===== config.mk =====
export PLATFORM = sky130hd
export DESIGN_NAME = rsb_ram
export DESIGN_NICKNAME = d
export VERILOG_FILES = /design/src/sv/rsb_ram.sv
export SDC_FILE = /design/constraint.sdc
export NUM_CORES = 1
export LEC_CHECK = 0
export ABC_AREA = 1
export BUFFER_PORTS_ARGS = -buffer_cell sky130_fd_sc_hd__buf_2
export CAP_MARGIN = 25
export CORE_ASPECT_RATIO = 1.1
export CORE_UTILIZATION = 30
export DETAILED_ROUTE_END_ITERATION = 10
export GPL_TIMING_DRIVEN = 1
export SYNTH_ARGS = -nofsm -noshare
export SYNTH_HDL_FRONTEND = slang
export SYNTH_SLANG_ARGS = --single-unit

===== constraint.sdc =====
create_clock -name clk_i -period 1.44 [get_ports clk_i]
set_input_delay 0.072 -clock clk_i [delete_from_list [all_inputs] [get_ports clk_i]]
set_output_delay 0.072 -clock clk_i [all_outputs]
set_load 0.05 [all_outputs]

===== src/sv/rsb_ram.sv =====
// Generic single-port synchronous RAM with registered read data.
// Standalone; no package dependency.
module rsb_ram #(
  parameter int Width = 8,
  parameter int Depth = 16
) (
  input  logic                     clk_i,
  input  logic                     we_i,
  input  logic                     re_i,
  input  logic [$clog2(Depth)-1:0] addr_i,
  input  logic [Width-1:0]         wdata_i,
  output logic [Width-1:0]         rdata_o
);

  logic [Width-1:0] mem_q [Depth];
  logic [Width-1:0] rdata_q;

  always_ff @(posedge clk_i) begin
    if (we_i) begin
      mem_q[addr_i] <= wdata_i;
    end else if (re_i) begin
      rdata_q <= mem_q[addr_i];
    end
  end

  assign rdata_o = rdata_q;

endmodule


==> impl_metrics.ini, run 1 <==
[sta]
period_minus_slack_ps = 1150
slew_headroom_pct = 71.3
setup_viol = 0
fin_skew_ps = 10.5
finalCritPeriodShare_pct = 79.6
slew_viol_final = 0
rsz0062_at_grt = false
hold_slack_ps = 99.3
setup_ws_ps = 294
tightest_slew_ps = 431
max_freq_mhz = 872
hold_viol = 0
finalSetupTns_ps = 0

[status]
status = completed

[synthesis]
yosys_warnings = 0
synth_most_common_cell = nand2_1
ys.flop_type = edfxtp_1
synth_compound_gate_area_share_pct = 0
synth_common_cells = nand2_1 (346), edfxtp_1 (136), inv_1 (22), nor2_1 (19), buf_2 (12)
yosys.area_share.simple_pct = 24.5
synth_top_area_share_pct = 71.9
synth_area_leaders = edfxtp_1 (72%), nand2_1 (23%), inv_1 (1.5%)
yosys_register_bits = 136
async_flop_share_pct = 0
syn_inst = 550
yosysUniqueCellTypes = 10
synth-xor-area-share_pct = 0
synth_top_family_by_area = simple AND/OR/NAND/NOR gates
syn-num-nets = 565
synth_largest_area_cell = edfxtp_1
avgSynthCellArea_um2 = 10.3
yosysSeqAreaShare_pct = 71.9
synth_mux_area_share_pct = 0
synthAdderAreaFrac_pct = 0
synthesis.area_um2 = 5680
synth_edf_count = 136

[min_path]
worst_hold_path.num_cells = 1
holdPathEnd = mem_q[4][0]
worstHoldStart = wdata_i[0]
worstHoldPathType = input port to flop

[power_and_ir_drop]
swShare_pct = 21.4
ir_worst_vdd_uv = 861
p_leak_uw = 0.00288
p_per_area_nw_per_um2 = 1330
clkPwrFrac_pct = 44.2
combinationalPowerShare_pct = 6.4
pwr-share-seq_pct = 49.4
p_int_uw = 7110
p_switching_uw = 1940

[global_routing]
grt_max_degree = 59
grt_overflow = 0
grt_use_total_pct = 14.3
grt_pass1_wl_um = 20100
antenna_found_initial = 0
grt_pass1_vias = 3759

[route]
ant_nets = 0
viasPerCell = 4.26
drtIter0Drc = 219
vias = 3657
wirelength_um = 12800
wl_per_cell_um = 14.9
first_pass_iters = 4
drc_errors = 0

[clock_network]
cts_setup_buffers = 0
clock_latency_ps = 420
cts_root_buffer = clkbuf_16
cts_tree = yes
cts_resized = 0
cts_sinks = 136
cts_made_buffers = 17
h-tree-depth = 4
clockBufferDepth = 2
cts.clk_slew.worst_paths_ps = 50
postCtsHoldBufs = 0

[die]
start_util_pct = 30.7
num_rows = 52
die_h_um = 146
placeableCoreArea_um2 = 18500
dieWidth_um = 133
ioPinCount = 23
die-area_um2 = 19500

[job]
maxCapViolCount = 0

[worst_setup_path]
cp-end-kind = flop
rrSetupSlack_ps = 290
startpoint = mem_q[6][5]
critPathKind = flop to flop
crit_path_start_kind = flop
reg2regPathDepth = 8
crit_arrival_ps = 1310
r2r-end = rdata_o[5]
r2r-start = mem_q[6][5]
crit_path_max_fanout = 1
required_ps = 1610

[layout]
fin_nets = 618
nFillCells = 1885
synthToLayoutAreaGrowth_pct = 19.4
drive_gt1_share_pct = 13.0
diodes = 0
post-route-util_pct = 36.7

[place]
port_buffers = 22
dp_worst_setup_slack_ps = 36.5
dp_hpwl_um = 8370
routabilityCongestion = 0.812
## state kept, by name, indices dropped and copies added (netlist names)
register / count
mem_q: 128
rdata_o: 8
## power by group through the flow
stage	combinational [uW]	sequential (uW)	clock (uW)
floorplan	309	4580	0
global placement	590	4550	0
detailed placement	590	4550	0
CTS	593	4470	4070
global route	662	4480	4210
finish	582	4470	4000
## final cells by class
| cell class | count | area, um^2 | area share [%] |
|---|---|---|---|
| Clock inverter | 11 | 108 | 1.59 |
| Multi-Input combinational cell | 369 | 1390 | 20.5 |
| Tap cell | 243 | 304 | 4.48 |
| Clock buffer | 20 | 437 | 6.44 |
| Sequential cell | 136 | 4080 | 60.2 |
| Timing Repair Buffer | 55 | 370 | 5.46 |
| Inverter | 24 | 90.1 | 1.33 |
## stage by stage
step | cells | power (uW) | instance area, um^2
global placement | 827 | 5140 | 6240
detailed placement | 827 | 5140 | 6240
global route | 858 | 9350 | 6780
finish | 858 | 9050 | 6780
CTS | 858 | 9130 | 6780
floorplan | 550 | 4890 | 5680
## metal layers
| layer | vias up | share of wire (%) | track usage, % |
|---|---|---|---|
| met5 | - | 0 | 0 |
| met4 | 0 | 1.0 | 6.59 |
| met3 | 11 | 6.1 | 3.30 |
| met2 | 104 | 49 | 23.1 |
| met1 | 1674 | 44 | 18.3 |
| li1 | 1868 | - | - |
## critical path, cell delays in order, from the launching register on
cell	delay [ps]
edfxtp_1	370
nand2_1	80
nand2_1	50
nand2_1	50
nand2_1	60
nand2_1	60
nand2_1	90
inv_1	70
nand2_1	50
## cell families (layout without fill, tap and decap cells)
family / count (synthesis) / in the layout
flops: 136 / 136
buf+inv: 45 / 110
simple gates: 369 / 369
## how the worst max path moves through the flow
stage	slack [ps]	depth (start not counted)	to
after floorplan	-9	4	mem_q[3][0]
after global placement	30	5	mem_q[13][5]
after detailed placement	40	5	mem_q[13][5]
after CTS	290	8	rdata_o[5]
after global routing	190	8	rdata_o[0]
final	290	8	rdata_o[5]
## layout by cell type (no fill, tap or decap)
| master | synthesis | final |
|---|---|---|
| nand3_1 | 4 | 4 |
| buf_4 | 6 | 32 |
| clkbuf_1 | 3 | 3 |
| inv_2 | 1 | 1 |
| inv_1 | 22 | 22 |
| clkinv_2 | 0 | 2 |
| nand2_1 | 346 | 346 |
| edfxtp_1 | 136 | 136 |
| clkbuf_16 | 0 | 17 |
| buf_12 | 0 | 1 |
| clkinvlp_4 | 0 | 3 |
| nor2_1 | 19 | 19 |
| bufinv_16 | 0 | 2 |
| clkinv_1 | 1 | 5 |
| buf_2 | 12 | 22 |
No activity file was read; power rests on OpenSTA's default activity.
==> run 2, diff against run 1 <==
--- a/config.mk
+++ b/config.mk
@@ -5,7 +5,7 @@
 export SDC_FILE = /design/constraint.sdc
 export NUM_CORES = 1
 export LEC_CHECK = 0
-export ABC_AREA = 1
+export ABC_AREA = 0
 export BUFFER_PORTS_ARGS = -buffer_cell sky130_fd_sc_hd__buf_2
 export CAP_MARGIN = 25
 export CORE_ASPECT_RATIO = 1.1
==> constraint.sdc (replaced) <==
create_clock -name clk_i -period 1.1 [get_ports clk_i]
set_input_delay 0.055 -clock clk_i [delete_from_list [all_inputs] [get_ports clk_i]]
set_output_delay 0.055 -clock clk_i [all_outputs]
set_load 0.05 [all_outputs]
==> run 2 against run 1 <==
Net effect:
- the run now ends with setup timing left
- register-to-register slack got worse by 640 ps
- sequential share of layout area down 0.36 points
- largest power group unchanged
- final cell count fell by 39%
- synthesized cell count down 58%
- clock power is 45% higher
- sequential cell count unchanged
- die area shrank 9.1%
==> impl_metrics.ini, run 2 <==
[sta]
hold_viol = 0
rsz0062_at_grt = true
tightest_slew_ps = 833
setup_ws_ps = -348
slew_viol_final = 0
period_minus_slack_ps = 1450
hold_slack_ps = 17.0
setup_viol = 8
fin_skew_ps = 6.49
max_freq_mhz = 691
finalCritPeriodShare_pct = 132
slew_headroom_pct = 44.4

[layout]
mostFrequentLayoutCells = edfxtp_1 (136), buf_4 (35), mux4_2 (32)
nFillCells = 1458
synthToLayoutAreaGrowth_pct = 32.4
layout.cells.non_filler = 525
diodes = 0
top_register = mem_q
drive_gt1_share_pct = 48.3
layout_commonest_cell = edfxtp_1
largest_register_ffs = 128
fin_nets = 323
design_area_um2 = 6820

[synthesis]
synth_top_area_share_pct = 79.2
synth_most_common_cell = edfxtp_1
async_flop_share_pct = 0
synthesis.area_um2 = 5150
ys.flop_type = edfxtp_1
syn_inst = 231
yosys_register_bits = 136
synth_largest_area_cell = edfxtp_1
yosys_warnings = 0
synth_area_leaders = edfxtp_1 (79%), mux4_2 (14%), a22oi_1 (2.3%)
synth_common_cells = edfxtp_1 (136), mux4_2 (32), a22oi_1 (16), nor2_1 (13), nand2_1 (9)
avgSynthCellArea_um2 = 22.3
yosysUniqueCellTypes = 17
synth_edf_count = 136
yosysSeqAreaShare_pct = 79.2
syn-num-nets = 246

[die]
placeableCoreArea_um2 = 16600
ioPinCount = 23
die-area_um2 = 17700
num_rows = 49
dieWidth_um = 127
start_util_pct = 31.1
die_h_um = 139

[place]
port_buffers = 22
dpl-instance-area_um2 = 6140
dp_hpwl_um = 7190
routabilityCongestion = 0.778
dp_cells = 492

[global_routing]
grt_pass1_vias = 2814
grt_use_total_pct = 13.2
antenna_found_initial = 0
grt_overflow = 0
grt_max_degree = 17
grt_pass1_wl_um = 16500

[route]
drtIter0Drc = 219
wirelength_um = 10300
wl_per_cell_um = 19.6
viasPerCell = 4.77
vias = 2505
ant_nets = 0
first_pass_iters = 4
drc_errors = 0

[worst_setup_path]
crit_path_start_kind = flop
cp-end-kind = flop
cp_cell_sequence = mux4_2 > a22oi_2 > nand2_1
critPathMaxStageDelay_ps = 490
cp_slowest_cell = mux4_2
crit_arrival_ps = 1600
critPathKind = flop to flop
crit_path_max_fanout = 1
required_ps = 1260

[clock_network]
cts_tree = yes
h-tree-depth = 4
cts_sinks = 136
cts.clk_slew.worst_paths_ps = 60
clockBufferDepth = 2
cts_root_buffer = clkbuf_16
clock_latency_ps = 420
postCtsHoldBufs = 0
cts_made_buffers = 17

[power_and_ir_drop]
power_uw = 12400
ir_worst_vdd_uv = 1100
p_per_area_nw_per_um2 = 1820
p_leak_uw = 0.00225

[job]
maxCapViolCount = 0

[min_path]
worstHoldPathType = input port to flop

[status]
violations = setup timing
status = complete, but fails checks
## run 2: cell type report
class / instances / area [um^2] / share of cell area [%]
multi-input combinational: 84 / 1190 / 17.4
clock buffer: 17 / 425 / 6.23
timing repair buffer: 69 / 686 / 10.0
sequential: 136 / 4080 / 59.8
clock inverter: 15 / 184 / 2.70
tap: 204 / 255 / 3.74
## run 2: per-layer routing
layer	vias up	GRT usage (%)	share of wire, %	routed length, um
li1	1132	-	-	-
met1	1306	16.4	44	4530
met2	52	21.0	50	5170
met3	15	4.38	4.1	419
met4	0	5.83	1.9	191
met5	-	0	0	0
## run 2: worst paths after layout
path                                    from     endpoint  slack (ps)  cells after the start
worst min register to register  mem_q[14][0]   rdata_o[0]         740                      3
worst max register to register   mem_q[3][4]   rdata_o[4]        -350                      3
worst max-delay path             mem_q[3][4]   rdata_o[4]        -350                      3
worst min-delay path              wdata_i[4]  mem_q[6][4]          20                      1
## run 2: kinds of logic (layout without fill, tap and decap cells)
group,count (synthesis),after routing,share of synthesized area [%]
DFF,136,136,79.2
and+or+nand+nor,36,36,3.28
muxes,32,32,14.0
AOI/OAI and AO/OA,16,16,2.33
buffers and inverters,11,101,1.17
## run 2: critical path: cells and delay by family (launching register included)
kind | cells | cell delay, ps
AOI/OAI and AO/OA | 1 | 200
DFF | 1 | 380
muxes | 1 | 490
and+or+nand+nor | 1 | 110
## run 2: what timing repair did
item,CTS,global route
endpoints found under the setup margin,18,24
resized for setup,10,7
buffers inserted,1,0
pin swaps,1,0
## run 2: power breakdown
group	leakage (uW)	switching, uW	internal [uW]
Sequential	0.00123	25.8	5830
Clock	0.000283	2050	3740
Combinational	0.000729	408	331
Total	0.00225	2480	9900
## run 2: per-stage QoR
| step | setup WS (ps) | TNS [ps] | util (%) |
|---|---|---|---|
| floorplan | -166 | -2120 | - |
| global placement | -561 | -39890 | 37.1 |
| detailed placement | -553 | -41600 | 37.1 |
| CTS | -345 | -2520 | 41.1 |
| global route | -390 | -2870 | 41.2 |
| finish | -348 | -2500 | 41.2 |
